===== src/rtl/pgfb_pkg.sv =====
// Shared types and constants for the page framebuffer LCD writer.
// Holds the request codes, the byte-update operations, the sequencer states
// and the LCD command bytes. It has no dependencies.
`default_nettype none

package pgfb_pkg;

  // Fixed panel geometry: one page byte covers eight rows of one column.
  localparam int unsigned COLUMNS = 64;
  localparam int unsigned COL_W = 6;
  localparam int unsigned OFF_W = 7;

  // LCD command opcodes; the low bits carry the page or the column.
  localparam logic [7:0] CMD_SET_PAGE = 8'b1011_1000;
  localparam logic [7:0] CMD_SET_COLUMN = 8'b0100_0000;

  // Offsets within one page of a refresh: the two command bytes in front of the data, and the last data byte.
  localparam logic [OFF_W-1:0] OFF_SET_PAGE = 7'd0;
  localparam logic [OFF_W-1:0] OFF_SET_COLUMN = 7'd1;
  localparam logic [OFF_W-1:0] OFF_LAST = 7'(COLUMNS + 1);

  // Request codes carried on the input word.
  typedef enum logic [1:0] {
    FUNC_SET_PIXEL = 2'd0,
    FUNC_FILL      = 2'd1,
    FUNC_INVERT    = 2'd2,
    FUNC_REFRESH   = 2'd3
  } func_e;

  // Operation of the shared byte-update unit.
  typedef enum logic [1:0] {
    OP_SET    = 2'd0,
    OP_CLEAR  = 2'd1,
    OP_INVERT = 2'd2,
    OP_LOAD   = 2'd3
  } op_e;

  // Sequencer states.
  typedef enum logic [4:0] {
    ST_IDLE   = 5'b00001,
    ST_FILL   = 5'b00010,
    ST_READ   = 5'b00100,
    ST_MODIFY = 5'b01000,
    ST_EMIT   = 5'b10000
  } state_e;

endpackage

`default_nettype wire


===== src/rtl/page_framebuffer_lcd_writer.sv =====
// Top level of the page framebuffer LCD writer: framebuffer memory,
// shared byte-update unit, sequencer and output register. Uses pgfb_pkg.
`default_nettype none

// Usage
// The slave stream takes requests: tuser selects set pixel, fill, invert or
// refresh step, and tdata carries the pixel column, the pixel row and the
// color. The master stream gives LCD bus words: tdata is the bus byte,
// tuser marks commands and the end of a frame, tlast the final word that a
// request causes.
// A set pixel request reads the byte, updates it in the shared byte unit,
// writes it back and then sends three words (page command, column command,
// data); the read, update and send steps follow one another, and the next
// request is taken only after the last word is in the output register.
// An off-screen pixel is dropped without any bus word.
// A refresh step sends one word: a command goes straight to the send step,
// a data byte is read from memory first.
// Fill writes one memory byte a cycle. Invert runs each byte through the
// single memory port pair in a read step and then a write step.
// After reset the block clears the framebuffer in the same way as a fill,
// with tready low. When the receiver stalls, the word waits in the output
// register and the block holds in its send step.

module page_framebuffer_lcd_writer #(
  parameter int unsigned PAGES = 8
) (
  input  wire        clk_i,
  input  wire        rst_ni,
  // Requests.
  input  wire        s_axis_tvalid,
  output logic       s_axis_tready,
  input  wire [23:0] s_axis_tdata,  // px[7:0], py[15:8], color[16], zero pad
  input  wire [1:0]  s_axis_tuser,  // func[1:0]
  // LCD bus words.
  output logic       m_axis_tvalid,
  input  wire        m_axis_tready,
  output logic [7:0] m_axis_tdata,  // bus_byte[7:0]
  output logic [1:0] m_axis_tuser,  // is_command[0], frame_end[1]
  output logic       m_axis_tlast   // last word of the request
);

  import pgfb_pkg::*;

  localparam int unsigned PAGE_W = (PAGES > 1) ? $clog2(PAGES) : 1;
  localparam int unsigned ADDR_W = PAGE_W + COL_W;
  localparam int unsigned DEPTH = PAGES * COLUMNS;
  localparam int unsigned ROWS = PAGES * 8;
  localparam logic [ADDR_W-1:0] ADDR_LAST = ADDR_W'(DEPTH - 1);
  localparam logic [PAGE_W-1:0] PAGE_LAST = PAGE_W'(PAGES - 1);

  // Request fields.
  logic [7:0] px;
  logic [7:0] py;
  logic       color;
  func_e      func;
  logic       on_screen;

  assign px = s_axis_tdata[7:0];
  assign py = s_axis_tdata[15:8];
  assign color = s_axis_tdata[16];
  assign func = func_e'(s_axis_tuser);
  assign on_screen = !px[7] && !px[6] && !py[7] && (py[6:0] < 7'(ROWS));

  // Sequencer and work registers.
  state_e              state_q, state_d;
  op_e                 op_q, op_d;
  logic [ADDR_W-1:0]   addr_q, addr_d;
  logic [7:0]          fill_q, fill_d;
  logic [7:0]          mask_q, mask_d;
  logic [7:0]          byte_q, byte_d;
  logic [PAGE_W-1:0]   page_q, page_d;
  logic [COL_W-1:0]    col_q, col_d;
  logic [OFF_W-1:0]    off_q, off_d;
  logic [1:0]          cnt_q, cnt_d;

  // Refresh position, kept as page and offset within the page.
  logic [PAGE_W-1:0]   rpage_q, rpage_d;
  logic [OFF_W-1:0]    roff_q, roff_d;

  // Output register.
  logic                out_valid_q, out_valid_d;
  logic                out_cmd_q, out_cmd_d;
  logic [7:0]          out_byte_q, out_byte_d;
  logic                out_last_q, out_last_d;
  logic                out_fend_q, out_fend_d;
  logic                out_free;

  // Framebuffer memory.
  logic [7:0]          mem [DEPTH];
  logic [7:0]          rd_data_q;
  logic                mem_we;
  logic [7:0]          mem_wdata;

  // Shared byte-update unit.
  logic [7:0]          upd_byte;

  // Next word for the bus.
  logic                emit_cmd;
  logic [7:0]          emit_byte;
  logic                emit_last;
  logic                emit_fend;

  logic                accept;

  assign s_axis_tready = (state_q == ST_IDLE);
  assign accept = s_axis_tvalid && s_axis_tready;
  assign out_free = !out_valid_q || m_axis_tready;

  assign m_axis_tvalid = out_valid_q;
  assign m_axis_tdata = out_byte_q;
  assign m_axis_tuser = {out_fend_q, out_cmd_q};
  assign m_axis_tlast = out_last_q;

  // Memory: one write and one registered read a cycle.
  always_ff @(posedge clk_i) begin
    if (mem_we) begin
      mem[addr_q] <= mem_wdata;
    end
    rd_data_q <= mem[addr_q];
  end

  // Byte update on the word just read.
  always_comb begin
    case (op_q)
      OP_SET:    upd_byte = rd_data_q | mask_q;
      OP_CLEAR:  upd_byte = rd_data_q & ~mask_q;
      OP_INVERT: upd_byte = ~rd_data_q;
      OP_LOAD:   upd_byte = rd_data_q;
      default:   upd_byte = rd_data_q;
    endcase
  end

  // Word selection for set pixel and refresh step.
  always_comb begin
    emit_cmd = 1'b0;
    emit_byte = byte_q;
    emit_last = 1'b1;
    emit_fend = 1'b0;
    if (op_q == OP_LOAD) begin
      if (off_q == OFF_SET_PAGE) begin
        emit_cmd = 1'b1;
        emit_byte = CMD_SET_PAGE | {5'd0, 3'(page_q)};
      end else if (off_q == OFF_SET_COLUMN) begin
        emit_cmd = 1'b1;
        emit_byte = CMD_SET_COLUMN;
      end else begin
        emit_fend = (page_q == PAGE_LAST) && (off_q == OFF_LAST);
      end
    end else begin
      case (cnt_q)
        2'd0: begin
          emit_cmd = 1'b1;
          emit_byte = CMD_SET_PAGE | {5'd0, 3'(page_q)};
          emit_last = 1'b0;
        end
        2'd1: begin
          emit_cmd = 1'b1;
          emit_byte = CMD_SET_COLUMN | {2'd0, col_q};
          emit_last = 1'b0;
        end
        default: begin
          emit_cmd = 1'b0;
          emit_byte = byte_q;
        end
      endcase
    end
  end

  // Sequencer.
  always_comb begin
    state_d = state_q;
    op_d = op_q;
    addr_d = addr_q;
    fill_d = fill_q;
    mask_d = mask_q;
    byte_d = byte_q;
    page_d = page_q;
    col_d = col_q;
    off_d = off_q;
    cnt_d = cnt_q;
    rpage_d = rpage_q;
    roff_d = roff_q;
    mem_we = 1'b0;
    mem_wdata = fill_q;

    out_valid_d = out_valid_q && !m_axis_tready;
    out_cmd_d = out_cmd_q;
    out_byte_d = out_byte_q;
    out_last_d = out_last_q;
    out_fend_d = out_fend_q;

    case (state_q)
      ST_IDLE: begin
        if (accept) begin
          cnt_d = 2'd0;
          case (func)
            FUNC_SET_PIXEL: begin
              if (on_screen) begin
                op_d = color ? OP_SET : OP_CLEAR;
                page_d = py[PAGE_W+2:3];
                col_d = px[COL_W-1:0];
                addr_d = {py[PAGE_W+2:3], px[COL_W-1:0]};
                mask_d = 8'd1 << py[2:0];
                state_d = ST_READ;
              end
            end
            FUNC_FILL: begin
              fill_d = color ? 8'hFF : 8'h00;
              addr_d = '0;
              state_d = ST_FILL;
            end
            FUNC_INVERT: begin
              op_d = OP_INVERT;
              addr_d = '0;
              state_d = ST_READ;
            end
            default: begin
              op_d = OP_LOAD;
              page_d = rpage_q;
              off_d = roff_q;
              addr_d = {rpage_q, COL_W'(roff_q - 7'd2)};
              state_d = (roff_q == OFF_SET_PAGE || roff_q == OFF_SET_COLUMN) ?
                        ST_EMIT : ST_READ;
              if (roff_q == OFF_LAST) begin
                roff_d = '0;
                rpage_d = (rpage_q == PAGE_LAST) ? '0 : rpage_q + 1'b1;
              end else begin
                roff_d = roff_q + 1'b1;
              end
            end
          endcase
        end
      end
      ST_FILL: begin
        mem_we = 1'b1;
        mem_wdata = fill_q;
        if (addr_q == ADDR_LAST) begin
          state_d = ST_IDLE;
        end else begin
          addr_d = addr_q + 1'b1;
        end
      end
      ST_READ: begin
        state_d = ST_MODIFY;
      end
      ST_MODIFY: begin
        mem_we = (op_q != OP_LOAD);
        mem_wdata = upd_byte;
        byte_d = upd_byte;
        if (op_q == OP_INVERT) begin
          if (addr_q == ADDR_LAST) begin
            state_d = ST_IDLE;
          end else begin
            addr_d = addr_q + 1'b1;
            state_d = ST_READ;
          end
        end else begin
          state_d = ST_EMIT;
        end
      end
      ST_EMIT: begin
        if (out_free) begin
          out_valid_d = 1'b1;
          out_cmd_d = emit_cmd;
          out_byte_d = emit_byte;
          out_last_d = emit_last;
          out_fend_d = emit_fend;
          if (emit_last) begin
            state_d = ST_IDLE;
          end else begin
            cnt_d = cnt_q + 1'b1;
          end
        end
      end
      default: begin
        state_d = ST_IDLE;
      end
    endcase
  end

  // Control registers; reset starts the clearing sweep.
  always_ff @(posedge clk_i or negedge rst_ni) begin
    if (!rst_ni) begin
      state_q <= ST_FILL;
      addr_q <= '0;
      fill_q <= 8'h00;
      op_q <= OP_LOAD;
      cnt_q <= 2'd0;
      rpage_q <= '0;
      roff_q <= '0;
      out_valid_q <= 1'b0;
    end else begin
      state_q <= state_d;
      addr_q <= addr_d;
      fill_q <= fill_d;
      op_q <= op_d;
      cnt_q <= cnt_d;
      rpage_q <= rpage_d;
      roff_q <= roff_d;
      out_valid_q <= out_valid_d;
    end
  end

  // Payload registers.
  always_ff @(posedge clk_i) begin
    mask_q <= mask_d;
    byte_q <= byte_d;
    page_q <= page_d;
    col_q <= col_d;
    off_q <= off_d;
    out_cmd_q <= out_cmd_d;
    out_byte_q <= out_byte_d;
    out_last_q <= out_last_d;
    out_fend_q <= out_fend_d;
  end

endmodule

`default_nettype wire


===== config.mk =====
export PLATFORM = sky130hd
export DESIGN_NAME = page_framebuffer_lcd_writer
export DESIGN_NICKNAME = d
export VERILOG_FILES = /design/src/rtl/pgfb_pkg.sv /design/src/rtl/page_framebuffer_lcd_writer.sv
export SDC_FILE = /design/constraint.sdc
export NUM_CORES = 2
export LEC_CHECK = 0
export BUFFER_PORTS_ARGS = -buffer_cell sky130_fd_sc_hd__buf_2
export CAP_MARGIN = 20
export CORE_UTILIZATION = 30
export CTS_CLUSTER_DIAMETER = 50
export DETAILED_ROUTE_END_ITERATION = 12
export GPL_ROUTABILITY_DRIVEN = 0
export PLACE_DENSITY = 0.46
export SYNTH_ARGS = -nofsm -noshare
export SYNTH_HDL_FRONTEND = slang
export SYNTH_SLANG_ARGS = --single-unit

===== constraint.sdc =====
create_clock -name clk_i -period 31 [get_ports clk_i]
set_clock_uncertainty 0.15 [all_clocks]
set_input_delay 9.3 -clock clk_i [delete_from_list [all_inputs] [get_ports clk_i]]
set_output_delay 9.3 -clock clk_i [all_outputs]
set_load 0.005 [all_outputs]

* Word level (Yosys, flattened, before mapping)
Memories as Yosys holds them, arrays and structs flattened. A register that Yosys moved wholly into a read port is not among the register bits.
Cells that the tools add are included.
** Cells by class
- Add/sub/neg operators :: 5
- Order comparisons :: 1
- Eq/ne operators :: 27
- Shift-type cells :: 1
- Mux-type cells :: 45
- Bitwise operators :: 8
- Reductions and logical operators :: 34
** Operators by type and width (count)
- 2-to-1 mux 8 bit :: 5
- 2-to-1 mux 9 bit :: 4
- 2-to-1 mux 5 bit :: 7
- one-hot mux 8 bit (4 select lines) :: 1
- one-hot mux 9 bit (3 select lines) :: 1
- one-hot mux 5 bit (5 select lines) :: 1
- AND reduction 4 bit :: 6
- one-hot mux 9 bit (2 select lines) :: 1
- inverter 8 bit :: 2
- one-hot mux 8 bit (2 select lines) :: 1
- one-hot mux 5 bit (3 select lines) :: 1
- == test 7 x 1 -> 1 bit (second input constant) :: 2
- == test 7 bit (second input constant) :: 2
- logical NOT 7 bit :: 2
- inequality test 2 bit (second input constant) :: 7
- 2-to-1 mux 1 bit :: 11
- adder 9 x 1 -> 9 bit (second input constant) :: 1
- == test 9 bit (second input constant) :: 1
- 2-to-1 mux 3 bit :: 3
- AND 8 bit :: 1
- 2-to-1 mux 2 bit :: 4
- bitwise OR 8 bit :: 1
- left shift 1 x 3 -> 8 bit (first input constant) :: 1
- adder 7 x 1 -> 7 bit (second input constant) :: 1
- 31 further kinds :: 54
** Word-level totals
- Flip-flop bits (word level) :: 80
- Bits in writable memories :: 4096
- Input bits :: 30
- Output and inout port bits :: 13
- Logic and storage cells :: 139
- Memories kept :: 1
** Memory list
- mem :: depth 512, bits a word 8, read ports 1, clocked after Yosys merged registers in 1, wr ports 1, RTL line page_framebuffer_lcd_writer.sv:89 : logic [7:0] mem [DEPTH];

* Longest topological paths before layout
- Depth after elaboration :: 8
- Depth in mapped cells :: 14

* Least setup slack after synthesis
Ideal clock, no wire load.
- Path kind :: register to register
- Start point :: register op_q[0]
- End point :: memory mem[0][6], data pin
- Arrival time :: 21.913 ns
- Required time :: 26.580 ns
- Slack :: 4.667 ns
- Cell stages (with the launch flop) :: 6
- Path buffers :: 2
- Cells stage by stage :: dfstp_2 clkbuf_1 nand2b_1 clkbuf_1 a21oi_1 o31ai_1
** Between the ends
- Longest elaborated chain between the ends :: 3
- Elaborated cells on any way between the ends :: 6
- Those cells by class :: eq/ne (3); mux (2); reduce/logical (1)
** Ends and longest elaborated chain
- start: declaration :: RTL line page_framebuffer_lcd_writer.sv:66 : op_e op_q, op_d;
- start signal: assignment :: RTL line page_framebuffer_lcd_writer.sv:296 : op_q <= op_d;
- == test 2 bit, or another cell as far along :: RTL line page_framebuffer_lcd_writer.sv:124 : case (op_q)
- one-hot mux 8 bit (4 select lines) * :: RTL line page_framebuffer_lcd_writer.sv:124
- 2-to-1 mux 8 bit * :: RTL line page_framebuffer_lcd_writer.sv:192 : case (state_q)
- net mem_wdata[6] :: RTL line page_framebuffer_lcd_writer.sv:92 : logic [7:0] mem_wdata;
- end: declaration :: RTL line page_framebuffer_lcd_writer.sv:89
The timed path passes the listed nets; every way through them passes the cells marked *.

* Worst setup path in the final report
- Start point :: register state_q[3]
- End point :: output s_axis_tready
** Between the ends
- Longest elaborated chain between the ends :: 1
** Ends and longest elaborated chain
- start: declaration :: RTL line page_framebuffer_lcd_writer.sv:65 : state_e state_q, state_d;
- start signal: assignment :: RTL line page_framebuffer_lcd_writer.sv:293 : state_q <= state_d;
- == test 5 x 1 -> 1 bit :: RTL line page_framebuffer_lcd_writer.sv:105 : assign s_axis_tready = (state_q == ST_IDLE);
- end: declaration :: RTL line page_framebuffer_lcd_writer.sv:31 : output logic s_axis_tready,
Every way passes these cells.

==> impl_metrics.tcl <==
set metrics [dict create \
    p_leak_nw 57.01 \
    die_w_um 739.6 \
    max_cap_viol_count 0 \
    fillers 50480 \
    worstMarginPinSlew_ns 1.216 \
    clk_pin_slew_ns 0.06 \
    finalHoldViolCount 0 \
    ys_seq_area_share_pct 76.71 \
    routed_wl_um 479200 \
    drt_pre_antenna_iters 6 \
    ant_nets 0 \
    timing.setup.tns_ns 0 \
    finalMaxSlewViolations 0 \
    grt_pass1_wl_um 666200 \
    io_buffer_count 35 \
    dp_cells 14850 \
    cts_tree "built" \
    pin_count 43 \
    synth_cells 7875 \
    cts_buffers 462 \
    initial_core_util_pct 30.16 \
    cp_data_required_time_ns 21.55 \
    fmax_mhz 85.75 \
    final_cell_area_sq_mm 0.1871 \
    synthFlopType "edfxtp_1" \
    start_kind "register" \
    design.die.area_sq_mm 0.5470 \
    synth_enable_flop_cells 4139 \
    holdCritPathClass "reg2reg" \
    postCtsHoldBufs 0 \
    rsz0062_at_grt "false" \
    grt_max_degree 177 \
    worstSetupPathType "reg2out" \
    worstSetupEndpointType "output port" \
    cp.arrival_ns 2.21 \
    grt_usage_pct 17.10 \
    cts_root_buf "clkbuf_16" \
    slew_headroom_pct 18.53 \
    netlist_area_sq_mm 0.1632 \
    post_cts_resized 0 \
    first_global_vias 82420 \
    ctsLongestPathBuffers 4 \
    cts_setup_buffers 0 \
    route.detailed.drc 0 \
    finalSetupViolations 0 \
    dieHeight_um 739.6 \
    area.growth.synth_to_final_pct 14.65 \
    power_density_mw_per_mm2 88.75 \
    dp_hpwl_um 294100 \
    coreArea_sq_mm 0.5412 \
    clk_latency_ns 1.03 \
    synth_fp_nets 7925 \
    status "complete, no violations" \
    post_dp_cell_area_sq_mm 0.1719 \
    vias_per_cell 5.123 \
    grt.overflow.total 0 \
    final_nets 8155 \
    irDropWorstVdd_uv 70.05 \
    drtIter0Drc 8239 \
    cts_num_sinks 4177 \
    avgSynthCellArea_sq_um 20.72 \
    synth-seq-cells 4177 \
    pre_cts_slack_ns 19.47 \
    fp-row-count 270 \
    power.total_mw 16.61 \
    cts_max_level 5 \
    min_period_ns 11.66 \
    drive_gt1_share_pct 22.97 \
    netlist-cell-type-count 86 \
    ys_warn_count 0 \
    path_max_fanout 6 \
    vias 80470 \
    stdcell_count 15710 \
    finalWorstSetupSlack_ns 19.34 \
    wl_per_cell_um 30.51 \
    fin_crit_sh_pct 37.62 \
    antenna_found_initial 36 \
    synthArstFlopShare_pct 0.7182 \
]
-- critical path, stage by stage, from the launching register on --
cell and delay [ns]:
dfrtp_1 0.40, nor3_1 0.24, nand3b_1 0.20, inv_1 0.21, buf_2 0.15
-- cells in the final DEF, fill, tap and decap left out, types with 38 or more instances in the layout --
master     netlist  layout
o21ai_0        120     116
buf_4           57     200
mux2_2          51      51
mux2i_1        338     338
nand3_1         98      98
clkinv_1         1     101
a22oi_1         98      98
clkbuf_1       193      83
nor2_1         623     621
o22ai_1        139     139
a31oi_1         38      38
a21oi_1        119     119
clkbuf_16        0     466
mux4_2         897     897
edfxtp_1      4139    4139
clkinv_2         0      62
nand4_1         54      54
bufinv_16        0      43
mux4_1          39      39
nand2_1        170     155
-- cell type report --
| class | count | area, sq um | area share (%) |
|---|---|---|---|
| Sequential cell | 4177 | 125200 | 66.92 |
| Inverter | 24 | 102.6 | 0.05483 |
| Clock buffer | 549 | 11970 | 6.398 |
| Multi-Input combinational cell | 3188 | 35610 | 19.03 |
| Timing Repair Buffer | 252 | 2012 | 1.075 |
| Tap cell | 7208 | 9019 | 4.820 |
| Antenna cell | 7 | 17.52 | 0.009361 |
| Clock inverter | 301 | 3169 | 1.694 |
-- flip-flops by register name, summed over array words and instances, names as in the netlist, 5 cells and up --
| signal | flops |
|---|---|
| addr_q | 9 |
| byte_q | 8 |
| col_q | 6 |
| m_axis_tdata | 8 |
| mask_q | 8 |
| mem | 4096 |
| off_q | 7 |
| rd_data_q | 8 |
| roff_q | 7 |
| state_q | 5 |
-- logic make-up after synthesis --
| family | count (synthesis) | share of synthesized area, % |
|---|---|---|
| buffers and inverters | 510 | 1.710 |
| muxes | 1325 | 15.43 |
| xor gates and xnor gates | 5 | 0.02684 |
| adders and majority gates | 20 | 0.1533 |
| and+or+nand+nor | 1158 | 3.231 |
| DFF | 4177 | 76.71 |
| AOI/OAI and AO/OA | 680 | 2.733 |
-- stage by stage --
stage	util [%]	hold WS, ns
final	34.58	0.3730
after global placement	31.75	0.3461
after global routing	34.57	0.3887
after CTS	34.56	0.3724
after detailed placement	31.76	0.3521
after floorplan	-	0.2731
-- synthesized netlist by cell type (all sizes together) (30+ instances only) --
library cell | count | area [sq um]
mux4 | 936 | 21230
a21oi | 119 | 595.6
and3 | 36 | 225.2
nor3 | 30 | 150.1
mux2i | 338 | 3383
o21ai | 124 | 620.6
buf | 287 | 1893
a31oi | 38 | 237.7
a22oi | 98 | 735.7
edfxtp | 4139 | 124300
nand2 | 171 | 644.4
nor2 | 623 | 2338
nand4 | 54 | 337.8
o22ai | 139 | 869.6
nand3 | 98 | 490.5
clkbuf | 199 | 807.0
mux2 | 51 | 574.3
-- per-layer routing --
metal  vias up  wire (um)  GRT usage (%)
met1     44010     204900          23.34
met3       627      25840          2.413
met4         8      14270          4.757
li1      33320          -              -
met2      2493     234100          28.58
met5         -         51              0
-- path summary, 6_finish.rpt --
| path | from | end | slack [ns] | cells after the start |
|---|---|---|---|---|
| worst max-delay path | state_q[3] | s_axis_tready | 19.34 | 4 |
| worst min-delay path | roff_q[6] | off_q[6] | 0.37 | 0 |
| worst max register to register | addr_q[1] | rd_data_q[5] | 23.71 | 11 |
| worst min register to register | roff_q[6] | off_q[6] | 0.37 | 0 |
| max in group asynchronous | rst_ni | addr_q[2] | 21.96 | 1 |
| min in group asynchronous | rst_ni | rpage_q[1] | 8.20 | 1 |
-- report_power, final --
part	leakage (nW)	internal [mW]	switching, mW
clock	7.27	3.13	2.34
sequential	37.9	7.17	0.0688
combinational	11.8	1.09	2.82
(Power assumes the default switching activity.)
